`config.mk`:
```
export PLATFORM = sky130hd
export DESIGN_NAME = damage_region_compositor_top_flat
export DESIGN_NICKNAME = d
export VERILOG_FILES = /design/src/hw/rtl/drc_pkg.sv /design/src/hw/rtl/drc_if.sv /design/src/hw/rtl/drc_cfg.sv /design/src/hw/rtl/drc_core.sv /design/src/hw/rtl/drc_out_buf.sv /design/src/hw/rtl/damage_region_compositor_top.sv /design/src/flat_wrapper.sv
export VERILOG_INCLUDE_DIRS = /design/src /design/src/hw/rtl
export SDC_FILE = /design/constraint.sdc
export NUM_CORES = 2
export LEC_CHECK = 0
export ABC_AREA = 1
export BUFFER_PORTS_ARGS = -buffer_cell sky130_fd_sc_hd__buf_2
export CAP_MARGIN = 20
export CORE_AREA = 2 2 300 331
export CTS_CLUSTER_SIZE = 28
export DETAILED_ROUTE_END_ITERATION = 8
export DIE_AREA = 0 0 302 333
export GPL_TIMING_DRIVEN = 0
export RECOVER_POWER = 50
export SYNTH_ARGS = -nofsm -noshare
export SYNTH_HDL_FRONTEND = slang
export SYNTH_SLANG_ARGS = --single-unit
```
`constraint.sdc`:
```
create_clock -name clk -period 11.6 [get_ports clk]
set_input_delay 2.9 -clock clk [delete_from_list [all_inputs] [get_ports clk]]
set_output_delay 2.9 -clock clk [all_outputs]
set_load 0.03 [all_outputs]
```
`src/hw/rtl/damage_region_compositor_top_defines.svh`:
```
// Assertion macros shared by the compositor modules
`ifndef DAMAGE_REGION_COMPOSITOR_TOP_DEFINES_SVH
`define DAMAGE_REGION_COMPOSITOR_TOP_DEFINES_SVH

// Same-cycle implication, checked outside reset
`define DRC_ASSERT_HOLDS(label, ante, cons, msg) \
  label: assert property (@(posedge clk) disable iff (rst) (ante) |-> (cons)) \
    else $error(msg);

// Next-cycle implication, checked outside reset
`define DRC_ASSERT_NEXT(label, ante, cons, msg) \
  label: assert property (@(posedge clk) disable iff (rst) (ante) |=> (cons)) \
    else $error(msg);

`endif

```
`src/hw/rtl/drc_pkg.sv`:
```
// Package: types, codes and constants of the damage region compositor
package drc_pkg;

  localparam int SCREEN_MAX = 4096;
  localparam int SCR_W      = 13;
  localparam int DMG_W      = 18;
  localparam int ARITH_W    = 19;
  localparam int CFG_IDX_W  = 8;
  localparam int CFG_DATA_W = 32;

  localparam logic [7:0]  ALPHA_OPAQUE = 8'd255;
  localparam logic [15:0] BG_TAG       = 16'h0000;

  typedef logic signed [ARITH_W-1:0] coord_t;

  typedef enum logic [2:0] {
    CMD_ADD_DAMAGE    = 3'd0,
    CMD_DAMAGE_SCREEN = 3'd1,
    CMD_BEGIN_FRAME   = 3'd2,
    CMD_WINDOW        = 3'd3,
    CMD_END_FRAME     = 3'd4
  } cmd_t;

  typedef enum logic [1:0] {
    OP_FILL      = 2'd0,
    OP_BG_BLIT   = 2'd1,
    OP_WIN_BLIT  = 2'd2,
    OP_WIN_BLEND = 2'd3
  } op_t;

  localparam logic [CFG_IDX_W-1:0] CFG_SCREEN_WIDTH  = CFG_IDX_W'(0);
  localparam logic [CFG_IDX_W-1:0] CFG_SCREEN_HEIGHT = CFG_IDX_W'(1);
  localparam logic [CFG_IDX_W-1:0] CFG_BG_IMAGE      = CFG_IDX_W'(2);
  localparam logic [CFG_IDX_W-1:0] CFG_BG_FILL       = CFG_IDX_W'(3);

  typedef struct packed {
    logic [SCR_W-1:0] screen_width;
    logic [SCR_W-1:0] screen_height;
    logic             background_image_present;
    logic [31:0]      background_fill;
  } cfg_t;

  typedef struct packed {
    op_t         opcode;
    logic [15:0] source_tag;
    logic [11:0] dst_x;
    logic [11:0] dst_y;
    logic [12:0] width;
    logic [12:0] height;
    logic [15:0] src_x;
    logic [15:0] src_y;
    logic [7:0]  blend_alpha;
    logic [31:0] fill_color;
  } result_t;

  function automatic logic [SCR_W-1:0] clamp_screen(input logic [SCR_W-1:0] v);
    logic [SCR_W-1:0] r;
    if (v == '0) begin
      r = SCR_W'(1);
    end else if (v > SCR_W'(SCREEN_MAX)) begin
      r = SCR_W'(SCREEN_MAX);
    end else begin
      r = v;
    end
    return r;
  endfunction

endpackage

```
`src/hw/rtl/drc_if.sv`:
```
// Channel interfaces: configuration writes, input items and drawing command words
interface drc_cfg_if import drc_pkg::*; ();
  logic                  valid;
  logic                  ready;
  logic [CFG_IDX_W-1:0]  index;
  logic [CFG_DATA_W-1:0] data;

  modport source (output valid, index, data, input ready);
  modport sink (input valid, index, data, output ready);
endinterface

interface drc_item_if import drc_pkg::*; ();
  logic               valid;
  logic               ready;
  logic [2:0]         cmd;
  logic signed [15:0] x;
  logic signed [15:0] y;
  logic signed [15:0] w;
  logic signed [15:0] h;
  logic [7:0]         win_alpha;
  logic               transparent;
  logic               visible;
  logic               has_surface;
  logic [15:0]        surface_tag;

  modport source (output valid, cmd, x, y, w, h, win_alpha, transparent, visible,
                  has_surface, surface_tag, input ready);
  modport sink (input valid, cmd, x, y, w, h, win_alpha, transparent, visible,
                has_surface, surface_tag, output ready);
endinterface

interface drc_cmd_if import drc_pkg::*; ();
  logic        valid;
  logic        ready;
  logic [1:0]  opcode;
  logic [15:0] source_tag;
  logic [11:0] dst_x;
  logic [11:0] dst_y;
  logic [12:0] width;
  logic [12:0] height;
  logic [15:0] src_x;
  logic [15:0] src_y;
  logic [7:0]  blend_alpha;
  logic [31:0] fill_color;

  modport source (output valid, opcode, source_tag, dst_x, dst_y, width, height,
                  src_x, src_y, blend_alpha, fill_color, input ready);
  modport sink (input valid, opcode, source_tag, dst_x, dst_y, width, height,
                src_x, src_y, blend_alpha, fill_color, output ready);
endinterface

```
`src/hw/rtl/drc_cfg.sv`:
```
// Configuration register bank
module drc_cfg import drc_pkg::*; (
  input  logic       clk,
  input  logic       rst,
  drc_cfg_if.sink    cfg,
  output cfg_t       regs
);

  assign cfg.ready = 1'b1;

  always_ff @(posedge clk) begin
    if (rst) begin
      regs.screen_width             <= SCR_W'(640);
      regs.screen_height            <= SCR_W'(480);
      regs.background_image_present <= 1'b0;
      regs.background_fill          <= '0;
    end else if (cfg.valid) begin
      case (cfg.index)
        CFG_SCREEN_WIDTH:  regs.screen_width             <= cfg.data[SCR_W-1:0];
        CFG_SCREEN_HEIGHT: regs.screen_height            <= cfg.data[SCR_W-1:0];
        CFG_BG_IMAGE:      regs.background_image_present <= cfg.data[0];
        CFG_BG_FILL:       regs.background_fill          <= cfg.data[31:0];
        default: ;
      endcase
    end
  end

endmodule

```
`src/hw/rtl/drc_core.sv`:
```
// Damage box state and per-word command generation
`include "damage_region_compositor_top_defines.svh"

module drc_core import drc_pkg::*; (
  input  logic       clk,
  input  logic       rst,
  drc_item_if.sink   items,
  input  cfg_t       regs,
  input  logic       space,
  output logic       res_valid,
  output result_t    res
);

  logic signed [DMG_W-1:0] damage_left, damage_top, damage_width, damage_height;
  logic signed [DMG_W-1:0] damage_left_next, damage_top_next;
  logic signed [DMG_W-1:0] damage_width_next, damage_height_next;
  logic                    frame_active, frame_active_next;
  logic [31:0]             frame_counter, frame_counter_next;

  logic   fire;
  coord_t xs, ys, ws, hs, sw, sh, dl, dt, dw, dh;
  coord_t src_l, src_t, src_w, src_h;
  coord_t m_l, m_t, m_r, m_b;
  coord_t c_l, c_t, c_w0, c_h0, c_w, c_h;
  coord_t i_l, i_t, i_r, i_b, i_w, i_h;
  logic   dmg_empty, src_empty, clip_empty, opaque;

  assign items.ready = space;
  assign fire        = items.valid && space;

  always_comb begin
    xs = ARITH_W'(items.x);
    ys = ARITH_W'(items.y);
    ws = ARITH_W'(items.w);
    hs = ARITH_W'(items.h);
    sw = ARITH_W'(clamp_screen(regs.screen_width));
    sh = ARITH_W'(clamp_screen(regs.screen_height));
    dl = ARITH_W'(damage_left);
    dt = ARITH_W'(damage_top);
    dw = ARITH_W'(damage_width);
    dh = ARITH_W'(damage_height);
    dmg_empty = (dw <= 0) || (dh <= 0);

    if (items.cmd == CMD_DAMAGE_SCREEN) begin
      src_l = '0;
      src_t = '0;
      src_w = sw;
      src_h = sh;
    end else begin
      src_l = xs;
      src_t = ys;
      src_w = ws;
      src_h = hs;
    end
    src_empty = (src_w <= 0) || (src_h <= 0);
    m_l = (dl < src_l) ? dl : src_l;
    m_t = (dt < src_t) ? dt : src_t;
    m_r = (src_l + src_w > dl + dw) ? src_l + src_w : dl + dw;
    m_b = (src_t + src_h > dt + dh) ? src_t + src_h : dt + dh;

    c_l  = (dl < 0) ? '0 : dl;
    c_t  = (dt < 0) ? '0 : dt;
    c_w0 = (dl < 0) ? dw + dl : dw;
    c_h0 = (dt < 0) ? dh + dt : dh;
    c_w  = (c_l + c_w0 > sw) ? sw - c_l : c_w0;
    c_h  = (c_t + c_h0 > sh) ? sh - c_t : c_h0;
    clip_empty = (c_w <= 0) || (c_h <= 0);

    i_l = (dl > xs) ? dl : xs;
    i_t = (dt > ys) ? dt : ys;
    i_r = (xs + ws < dl + dw) ? xs + ws : dl + dw;
    i_b = (ys + hs < dt + dh) ? ys + hs : dt + dh;
    i_w = i_r - i_l;
    i_h = i_b - i_t;
    opaque = (items.win_alpha == ALPHA_OPAQUE) && !items.transparent;
  end

  always_comb begin
    damage_left_next   = damage_left;
    damage_top_next    = damage_top;
    damage_width_next  = damage_width;
    damage_height_next = damage_height;
    frame_active_next  = frame_active;
    frame_counter_next = frame_counter;
    res_valid          = 1'b0;
    res                = '0;
    if (fire) begin
      case (items.cmd)
        CMD_ADD_DAMAGE, CMD_DAMAGE_SCREEN: begin
          if (!frame_active && !src_empty) begin
            if (dmg_empty) begin
              damage_left_next   = DMG_W'(src_l);
              damage_top_next    = DMG_W'(src_t);
              damage_width_next  = DMG_W'(src_w);
              damage_height_next = DMG_W'(src_h);
            end else begin
              damage_left_next   = DMG_W'(m_l);
              damage_top_next    = DMG_W'(m_t);
              damage_width_next  = DMG_W'(m_r - m_l);
              damage_height_next = DMG_W'(m_b - m_t);
            end
          end
        end
        CMD_BEGIN_FRAME: begin
          frame_active_next = 1'b0;
          if (!dmg_empty) begin
            if (clip_empty) begin
              damage_left_next   = '0;
              damage_top_next    = '0;
              damage_width_next  = '0;
              damage_height_next = '0;
            end else begin
              damage_left_next   = DMG_W'(c_l);
              damage_top_next    = DMG_W'(c_t);
              damage_width_next  = DMG_W'(c_w);
              damage_height_next = DMG_W'(c_h);
              frame_active_next  = 1'b1;
              res_valid          = 1'b1;
              res.source_tag     = BG_TAG;
              res.dst_x          = c_l[11:0];
              res.dst_y          = c_t[11:0];
              res.width          = c_w[12:0];
              res.height         = c_h[12:0];
              if (regs.background_image_present) begin
                res.opcode = OP_BG_BLIT;
                res.src_x  = c_l[15:0];
                res.src_y  = c_t[15:0];
              end else begin
                res.opcode     = OP_FILL;
                res.fill_color = regs.background_fill;
              end
            end
          end
        end
        CMD_WINDOW: begin
          if (frame_active && items.visible && items.has_surface &&
              (i_w > 0) && (i_h > 0)) begin
            res_valid       = 1'b1;
            res.opcode      = opaque ? OP_WIN_BLIT : OP_WIN_BLEND;
            res.source_tag  = items.surface_tag;
            res.dst_x       = i_l[11:0];
            res.dst_y       = i_t[11:0];
            res.width       = i_w[12:0];
            res.height      = i_h[12:0];
            res.src_x       = 16'(i_l - xs);
            res.src_y       = 16'(i_t - ys);
            res.blend_alpha = opaque ? 8'd0 : items.win_alpha;
          end
        end
        CMD_END_FRAME: begin
          if (frame_active) begin
            frame_counter_next = frame_counter + 32'd1;
            damage_left_next   = '0;
            damage_top_next    = '0;
            damage_width_next  = '0;
            damage_height_next = '0;
            frame_active_next  = 1'b0;
          end
        end
        default: ;
      endcase
    end
  end

  always_ff @(posedge clk) begin
    if (rst) begin
      damage_left   <= '0;
      damage_top    <= '0;
      damage_width  <= '0;
      damage_height <= '0;
      frame_active  <= 1'b0;
      frame_counter <= '0;
    end else begin
      damage_left   <= damage_left_next;
      damage_top    <= damage_top_next;
      damage_width  <= damage_width_next;
      damage_height <= damage_height_next;
      frame_active  <= frame_active_next;
      frame_counter <= frame_counter_next;
    end
  end

  `DRC_ASSERT_HOLDS(a_frame_box_on_screen, frame_active, !damage_left[DMG_W-1] && !damage_top[DMG_W-1] && (damage_width > 0) && (damage_height > 0), "active frame damage box not clipped")
  `DRC_ASSERT_HOLDS(a_result_in_frame, res_valid, fire && (frame_active || items.cmd == CMD_BEGIN_FRAME), "command word outside a frame")
  `DRC_ASSERT_NEXT(a_frame_count, fire && frame_active && items.cmd == CMD_END_FRAME, frame_counter == $past(frame_counter) + 32'd1, "frame count did not advance")

endmodule

```
`src/hw/rtl/drc_out_buf.sv`:
```
// Output register with skid stage for command words
`include "damage_region_compositor_top_defines.svh"

module drc_out_buf import drc_pkg::*; (
  input  logic       clk,
  input  logic       rst,
  input  logic       push,
  input  result_t    push_data,
  output logic       space,
  drc_cmd_if.source  cmds
);

  logic    out_valid, skid_valid, pop;
  result_t out_data, skid_data;

  assign space = !skid_valid;
  assign pop   = out_valid && cmds.ready;

  always_ff @(posedge clk) begin
    if (rst) begin
      out_valid  <= 1'b0;
      skid_valid <= 1'b0;
    end else if (skid_valid) begin
      if (pop) begin
        skid_valid <= 1'b0;
      end
    end else if (push) begin
      if (out_valid && !pop) begin
        skid_valid <= 1'b1;
      end else begin
        out_valid <= 1'b1;
      end
    end else if (pop) begin
      out_valid <= 1'b0;
    end
  end

  always_ff @(posedge clk) begin
    if (skid_valid) begin
      if (pop) begin
        out_data <= skid_data;
      end
    end else if (push) begin
      if (out_valid && !pop) begin
        skid_data <= push_data;
      end else begin
        out_data <= push_data;
      end
    end
  end

  assign cmds.valid       = out_valid;
  assign cmds.opcode      = out_data.opcode;
  assign cmds.source_tag  = out_data.source_tag;
  assign cmds.dst_x       = out_data.dst_x;
  assign cmds.dst_y       = out_data.dst_y;
  assign cmds.width       = out_data.width;
  assign cmds.height      = out_data.height;
  assign cmds.src_x       = out_data.src_x;
  assign cmds.src_y       = out_data.src_y;
  assign cmds.blend_alpha = out_data.blend_alpha;
  assign cmds.fill_color  = out_data.fill_color;

  `DRC_ASSERT_HOLDS(a_skid_behind_out, skid_valid, out_valid, "skid stage full with output empty")

endmodule

```
`src/hw/rtl/damage_region_compositor_top.sv`:
```
// Damage region compositor top level
// A command word is registered in the output register, or in the skid stage while the output holds a waiting word.
// Throughput: one item per cycle while the skid stage is empty; the damage box update is a single registered step.
// A skid stage holds a second word: input stalls only once two words wait at the output.
// Reset (synchronous): damage box cleared, no frame active, frame count zero,
// configuration back to 640 by 480 with background fill of colour zero.
module damage_region_compositor_top import drc_pkg::*; (
  input  logic       clk,
  input  logic       rst,
  drc_cfg_if.sink    cfg,
  drc_item_if.sink   items,
  drc_cmd_if.source  cmds
);

  cfg_t    regs;
  logic    space;
  logic    res_valid;
  result_t res;

  drc_cfg u_cfg (
    .clk  (clk),
    .rst  (rst),
    .cfg  (cfg),
    .regs (regs)
  );

  drc_core u_core (
    .clk       (clk),
    .rst       (rst),
    .items     (items),
    .regs      (regs),
    .space     (space),
    .res_valid (res_valid),
    .res       (res)
  );

  drc_out_buf u_out_buf (
    .clk       (clk),
    .rst       (rst),
    .push      (res_valid),
    .push_data (res),
    .space     (space),
    .cmds      (cmds)
  );

endmodule

```
`src/flat_wrapper.sv`:
```
// flat-port wrapper written by rule: the top's interface ports become plain ports
module damage_region_compositor_top_flat import drc_pkg::*;
  (clk, rst, cfg_valid, cfg_index, cfg_data, cfg_ready, items_valid, items_cmd, items_x, items_y, items_w, items_h, items_win_alpha, items_transparent, items_visible, items_has_surface, items_surface_tag, items_ready, cmds_valid, cmds_opcode, cmds_source_tag, cmds_dst_x, cmds_dst_y, cmds_width, cmds_height, cmds_src_x, cmds_src_y, cmds_blend_alpha, cmds_fill_color, cmds_ready);
  drc_cfg_if cfg_i ();
  drc_item_if items_i ();
  drc_cmd_if cmds_i ();
  input  logic clk;
  input  logic rst;
  input wire logic [$bits(cfg_i.valid)-1:0] cfg_valid;
  input wire logic [$bits(cfg_i.index)-1:0] cfg_index;
  input wire logic [$bits(cfg_i.data)-1:0] cfg_data;
  output wire logic [$bits(cfg_i.ready)-1:0] cfg_ready;
  input wire logic [$bits(items_i.valid)-1:0] items_valid;
  input wire logic [$bits(items_i.cmd)-1:0] items_cmd;
  input wire logic [$bits(items_i.x)-1:0] items_x;
  input wire logic [$bits(items_i.y)-1:0] items_y;
  input wire logic [$bits(items_i.w)-1:0] items_w;
  input wire logic [$bits(items_i.h)-1:0] items_h;
  input wire logic [$bits(items_i.win_alpha)-1:0] items_win_alpha;
  input wire logic [$bits(items_i.transparent)-1:0] items_transparent;
  input wire logic [$bits(items_i.visible)-1:0] items_visible;
  input wire logic [$bits(items_i.has_surface)-1:0] items_has_surface;
  input wire logic [$bits(items_i.surface_tag)-1:0] items_surface_tag;
  output wire logic [$bits(items_i.ready)-1:0] items_ready;
  output wire logic [$bits(cmds_i.valid)-1:0] cmds_valid;
  output wire logic [$bits(cmds_i.opcode)-1:0] cmds_opcode;
  output wire logic [$bits(cmds_i.source_tag)-1:0] cmds_source_tag;
  output wire logic [$bits(cmds_i.dst_x)-1:0] cmds_dst_x;
  output wire logic [$bits(cmds_i.dst_y)-1:0] cmds_dst_y;
  output wire logic [$bits(cmds_i.width)-1:0] cmds_width;
  output wire logic [$bits(cmds_i.height)-1:0] cmds_height;
  output wire logic [$bits(cmds_i.src_x)-1:0] cmds_src_x;
  output wire logic [$bits(cmds_i.src_y)-1:0] cmds_src_y;
  output wire logic [$bits(cmds_i.blend_alpha)-1:0] cmds_blend_alpha;
  output wire logic [$bits(cmds_i.fill_color)-1:0] cmds_fill_color;
  input wire logic [$bits(cmds_i.ready)-1:0] cmds_ready;
  assign cfg_i.valid = cfg_valid;
  assign cfg_i.index = cfg_index;
  assign cfg_i.data = cfg_data;
  assign cfg_ready = cfg_i.ready;
  assign items_i.valid = items_valid;
  assign items_i.cmd = items_cmd;
  assign items_i.x = items_x;
  assign items_i.y = items_y;
  assign items_i.w = items_w;
  assign items_i.h = items_h;
  assign items_i.win_alpha = items_win_alpha;
  assign items_i.transparent = items_transparent;
  assign items_i.visible = items_visible;
  assign items_i.has_surface = items_has_surface;
  assign items_i.surface_tag = items_surface_tag;
  assign items_ready = items_i.ready;
  assign cmds_valid = cmds_i.valid;
  assign cmds_opcode = cmds_i.opcode;
  assign cmds_source_tag = cmds_i.source_tag;
  assign cmds_dst_x = cmds_i.dst_x;
  assign cmds_dst_y = cmds_i.dst_y;
  assign cmds_width = cmds_i.width;
  assign cmds_height = cmds_i.height;
  assign cmds_src_x = cmds_i.src_x;
  assign cmds_src_y = cmds_i.src_y;
  assign cmds_blend_alpha = cmds_i.blend_alpha;
  assign cmds_fill_color = cmds_i.fill_color;
  assign cmds_i.ready = cmds_ready;
  damage_region_compositor_top u_core (.clk(clk), .rst(rst), .cfg(cfg_i), .items(items_i), .cmds(cmds_i));
endmodule
```
After elaboration in Yosys (flattened, before gate mapping)
Index checks and enable logic that the tools add are counted.

Add/subtract/negate cells: 16. Multiply operators: 0. Divide/modulo/power cells: 0. Magnitude comparators: 22. Eq/ne operators: 14. Shifts and indexed selects: 0. Multiplexer cells: 74. Bitwise operators: 1. Reductions and logical operators: 35.

Operators by type and width (number): 140-bit two-way mux (5); 18-bit two-way mux (21); 19-bit two-way mux (14); 18-bit case mux with 3 select lines (4); 100-bit two-way mux (2); 100-bit case mux with 2 select lines (1); 32-bit two-way mux (5); 108-bit two-way mux (1); 19-bit adder (4); 19-bit by 1-bit <= comparator with 1-bit output, second input constant (4); 13-bit two-way mux (4); 18-bit by 18-bit adder with 19-bit output (2); 19-bit by 1-bit greater-than comparator with 1-bit output, second input constant (2); 19-bit by 14-bit greater-than comparator with 1-bit output (2); 19-bit greater-than comparator (2); 17-bit by 19-bit < comparator with 1-bit output (2); 18-bit by 19-bit < comparator with 1-bit output (2); 14-bit by 19-bit subtractor with 19-bit output (2); 19-bit subtractor (2); 18-bit by 16-bit greater-than comparator with 1-bit output (2); 18-bit by 1-bit <= comparator with 1-bit output, second input constant (2); 18-bit by 1-bit < comparator with 1-bit output, second input constant (2); 18-bit subtractor (2); 16-bit by 16-bit adder with 17-bit output (2); 26 further kinds (71).

Register bits: 414. Bits in latches: 0. Memory bits (writable): 0. ROM bits: 0. Input port bits: 139. Output and inout port bits: 143. Logic and storage cells: 193. Memories: 0.

Longest topological paths before layout
Depth in word-level cells: 14. Gate-level depth with buffers: 55. Gate-level depth less buffers: 53.

Cells and area by module
Synthesis repeated with hierarchy kept, for this count alone.

Cells, all modules: 5860. Area total of the unflattened synthesis: 39939.6 um^2.

By module, submodules not included: drc_core (instances 1, cells each 4740, area an instance 27055.9 um^2, sequential area each 1461.4 um^2); drc_out_buf (instances 1, cells each 752, area an instance 10321.1 um^2, sequential area each 8448.1 um^2); drc_cfg (instances 1, cells each 368, area an instance 2562.5 um^2, sequential area each 1181.1 um^2).

Worst setup path after synthesis
OpenSTA, ideal clock, no wires.

Path type: input-to-reg. Start: input items_w[0]. End: register u_core.u_out_buf.out_data (netlist bit u_core.u_out_buf.cmds.blend_alpha[0]), enable pin. Setup time: 0.493 ns. Data arrival time: 11.661 ns. Required time: 11.107 ns. Path slack: -0.554 ns. Stages: 45. Buffers on the path: 2. Path through: ha_1 inv_1 fa_1 nand3b_1 and2_1 o41ai_1 a21oi_1 o21ai_0 xor2_1 inv_1 ha_1 nand4_1 nor2_1 nand3_1 o211ai_1 a21oi_1 o21ai_1 nand3_1 [... 9 more ...] ha_1 fa_1 o21ai_1 nand3_1 o2111ai_1 a21boi_1 o21ai_0 nand2_1 nand2_1 a21oi_1 xnor2_1 nand3_1 nand2_1 nand3_1 buf_2 nand2_1 o21ai_0 inv_1.

Word-level cells in the longest chain between the ends: 12.

Ends and longest elaborated chain: start: declaration (line flat_wrapper.sv:17) `input wire logic [$bits(items_i.w)-1:0] items_w;`; 16-bit by 16-bit adder with 17-bit output (*) (line drc_core.sv:71) `i_r = (xs + ws < dl + dw) ? xs + ws : dl + dw;`; 17-bit by 19-bit < comparator with 1-bit output (line drc_core.sv:71); 19-bit two-way mux (*) (line drc_core.sv:71); 19-bit subtractor (*) (line drc_core.sv:73) `i_w = i_r - i_l;`; 19-bit by 1-bit greater-than comparator with 1-bit output (*) (line drc_core.sv:137) `(i_w > 0) && (i_h > 0)) begin`; 1-bit logical AND (*) (line drc_core.sv:136) `if (frame_active && items.visible && items.has_surface &&`; 1-bit logical AND (*) (line drc_core.sv:137); 1-bit two-way mux (*) (line drc_core.sv:136); 1-bit case mux with 2 select lines (*) (line drc_core.sv:88) `case (items.cmd)`; 1-bit two-way mux (*) (line drc_core.sv:87) `if (fire) begin`; 2-bit nonzero test (no line) (*); 3-bit AND reduction (no line) (*); end signal: assignment (line drc_out_buf.sv:41) `out_data <= skid_data;`; end signal: assignment (line drc_out_buf.sv:47) `out_data <= push_data;`; end: declaration (line drc_out_buf.sv:14) `result_t out_data, skid_data;`.

Every way passes the cells marked *; elsewhere a longest branch is shown, timed or not. A chain may end at the register's enable or synchronous reset.

Worst setup path after layout
Start: input items_x[1]. End: register u_core.u_out_buf.out_data (netlist bit u_core.u_out_buf.cmds.src_x[13]) (data pin).

Word-level cells in the longest chain between the ends: 13. Elaborated cells between the ends (all ways): 16. Classes of those cells: 3 x add/sub; 3 x order compare; 8 x mux; 2 x reduce/logical.

Ends and longest elaborated chain: start: declaration (line flat_wrapper.sv:15) `input wire logic [$bits(items_i.x)-1:0] items_x;`; 16-bit by 16-bit adder with 17-bit output (line drc_core.sv:71); 17-bit by 19-bit < comparator with 1-bit output (line drc_core.sv:71); 19-bit two-way mux (line drc_core.sv:71); 19-bit subtractor (line drc_core.sv:73); 19-bit by 1-bit greater-than comparator with 1-bit output (line drc_core.sv:137); 1-bit logical AND (line drc_core.sv:136); 1-bit logical AND (line drc_core.sv:137); 108-bit two-way mux (*) (line drc_core.sv:136); 100-bit case mux with 2 select lines (*) (line drc_core.sv:88); 140-bit two-way mux (*) (line drc_core.sv:87); 140-bit two-way mux (*) (line drc_out_buf.sv:44) `if (out_valid && !pop) begin`; 140-bit two-way mux (*) (line drc_out_buf.sv:43) `end else if (push) begin`; 140-bit two-way mux (*) (line drc_out_buf.sv:39) `if (skid_valid) begin`.

Every way passes the cells marked *; elsewhere a longest branch is shown, timed or not. The select of a mux whose other input is x is not followed.

==> results.cfg <==
[outcome]
status = completed

[logic_synthesis]
yosysWarnings = 0
synth-edff-count = 280
async_flop_share_pct = 0
synth_fp_nets = 6044
synth_top_area_share_pct = 21.8
ys_ff_latch = 414
synth_largest_area_cell = edfxtp_1
synth_mux_area_share_pct = 0
synth.area.top_cells = edfxtp_1 22%, ha_1 14%, nand2_1 14%
yosys.area_share.simple_pct = 25.6
syn-mean-instance-area_um2 = 7.07
synth_ff_type = edfxtp_1
synth_xor_area_share_pct = 4.44
syn_inst = 5459
synth_top_family_by_area = simple AND/OR/NAND/NOR gates
synthAdderAreaFrac_pct = 14.8
synth_seq_area_share_pct = 28.7
syn_area_um2 = 38600
synth_cell_type_count = 66
synth_compound_area_share_pct = 16.9

[setup_path]
crit_buf_inv = 6
cpPeakStageDelay_ns = 0.47
start_kind = input port
crit_fanout = 10
critPathSlowestCell = fa_1
critPathTopFamily = compound AO/OA/AOI/OAI gates
cp-end-kind = flip-flop
r2r-start = u_core.u_core.damage_width[0]
startpoint = items_x[1]
cpMostUsedCell = nand2_1
crit_required_ns = 11.94
arrival_ns = 11.49
criticalPathCategory = input port to flip-flop

[detailed_routing]
via_count = 39800
met1_length_um = 69500
wl_um = 166000
wl_per_cell_um = 23.3
highest_layer = met5
vias_per_cell = 5.60
wl_met2_um = 70600
remaining_drc_errors = 0
met3_wirelength_um = 15300
drtAntennaViolNets = 0
drt_iter0_drc = 4164
drtPass1Iterations = 6

[finish]
area_delta_synth_final_pct = 11.3
final_cell_mix = 1,403 x nand2_1, 745 x inv_1, 478 x o21ai_0
final_nets = 6385
layout_commonest_cell = nand2_1
final_util_pct = 44.2
drive_gt1_share_pct = 6.46

[job]
drv_cap = 0

[cts]
insertion_delay_ns = 0.62
clock-sinks = 414
holdBufCountCts = 0
cts_htree_levels = 2
cts_buffer_depth = 3
cts_tree = built
clkTransAtPathRegs_ns = 0.06
clockRootBuffer = clkbuf_16
cts_inserted_buffers = 44

[global_route]
antenna_found_initial = 6
track_usage_pct = 32.0
grt_pass1_wl_um = 238000
grt_max_degree = 44
gr-total-overflow = 0
grt_pass1_vias = 36700

[place]
routabilityCongestion = 1.07
pre_cts_ws_ns = -1.73
port_buffers = 280
hpwl_um = 138000

[sta]
slew_viol_final = 0
grt_setup_unrepaired = false
slew_headroom_pct = 19.1
period_minus_slack_ns = 11.15
clock_skew_ns = 0.0382
setup_violations = 0
worst_slew_pin_slew_ns = 1.20
fin_ws_ns = 0.448
hold-worst-slack_ns = 0.493
max_freq_mhz = 89.7
finalCritPeriodShare_pct = 96.1
finalHoldViolCount = 0

[floorplanning]
coreArea_um2 = 97100
dieArea_um2 = 101000
die_h_um = 333
die_w_um = 302
top_level_ports = 282
start_util_pct = 39.7
std_cell_rows = 120

[power_and_ir_drop]
irDropWorstVdd_mv = 0.133
p_leak_nw = 20.4
powerDensity_nw_per_um2 = 213
finalPower_mw = 9.16

[min_path]
worstHoldStart = u_core.u_cfg.regs[54]
min_path_type = flip-flop to flip-flop
layer usage:
layer,vias up,global-route usage [%]
met5,-,0
met4,4,16.4
met3,430,5.14
met2,1991,49.6
met1,18400,42.7
li1,19000,-
logic make-up after synthesis:
| kind of cell | after synthesis |
|---|---|
| compound gates | 1190 |
| flops | 414 |
| xor+xnor | 195 |
| other cells | 1 |
| buf+inv | 944 |
| simple gates | 2269 |
| fa+ha+maj | 446 |
cell type report:
type                    instances  area [um2]
multi-input cells            4101       23700
clock inverters                27         284
well taps                    1281        1600
inverters                     767        2890
diodes                          2        5.00
plain buffers                 174         767
repair inverters                2        15.0
fillers                     10200       54200
repair buffers                296        1410
clock buffers                  53        1190
flip-flops and latches        414       11100
final timing paths:
kind              slack (ns)  cells past startpoint                                   end
setup reg to reg        1.52                     40  u_core.u_out_buf.cmds.fill_color[18]
setup / recovery        0.45                     42       u_core.u_out_buf.cmds.src_x[13]
hold reg to reg         0.49                      2                 u_core.u_cfg.regs[54]
hold / removal          0.49                      2                 u_core.u_cfg.regs[54]
synth_stat cells (57+ instances only):
cell type / count
nand2_1: 1401
inv_1: 738
o21ai_0: 490
a21oi_1: 446
ha_1: 430
nor2_1: 295
nand3_1: 285
edfxtp_1: 280
xor2_1: 139
dfxtp_1: 134
clkbuf_1: 122
nand4_1: 82
a31oi_1: 57
metrics by stage:
stage | instance area, um2 | setup TNS, ns | instances
after floorplan | 38600 | 0 | 5459
after global placement | 41600 | -1076.17 | 7020
after detailed placement | 41700 | -473.89 | 7026
after CTS | 43300 | 0 | 7110
after global routing | 43000 | 0 | 7115
final | 43000 | 0 | 7117
power breakdown:
| group | switching [mW] | leakage (nW) | internal, mW | total, mW |
|---|---|---|---|---|
| logic | 4.11 | 16.4 | 1.83 | 5.95 |
| registers | 0.110 | 3.27 | 1.62 | 1.73 |
| clock network | 0.648 | 0.727 | 0.828 | 1.48 |
worst reg2reg max path, delay by kind of cell (launching register included):
kind | cells | cell delay (ns)
compound gates | 5 | 1.30
xor+xnor | 2 | 0.98
fa+ha+maj | 4 | 1.63
buf+inv | 5 | 2.15
flops | 1 | 0.44
simple gates | 24 | 3.42
repair_timing:
item / CTS / global route
cloned: 2 / 0
setup buffers: 4 / 4
pin swaps: 1 / 2
resized for setup: 11 / 55
setup endpoints to repair: 321 / 427
flip-flops by register name, summed over array words and instances, names as in the netlist, 2 cells and up:
name                               count
u_core.u_out_buf.cmds.width           13
u_core.u_core.damage_width            18
u_core.u_out_buf.cmds.src_x           16
u_core.u_out_buf.cmds.blend_alpha      8
u_core.u_out_buf.cmds.height          13
u_core.u_out_buf.cmds.dst_y           12
u_core.u_out_buf.cmds.fill_color      32
u_core.u_out_buf.cmds.source_tag      16
u_core.u_core.damage_top              18
u_core.u_out_buf.cmds.dst_x           12
u_core.u_core.damage_height           18
u_core.u_out_buf.skid_data           140
u_core.u_cfg.regs                     59
u_core.u_out_buf.cmds.opcode           2
u_core.u_out_buf.cmds.src_y           16
u_core.u_core.damage_left             18
Power figures use the tool's default switching activity.
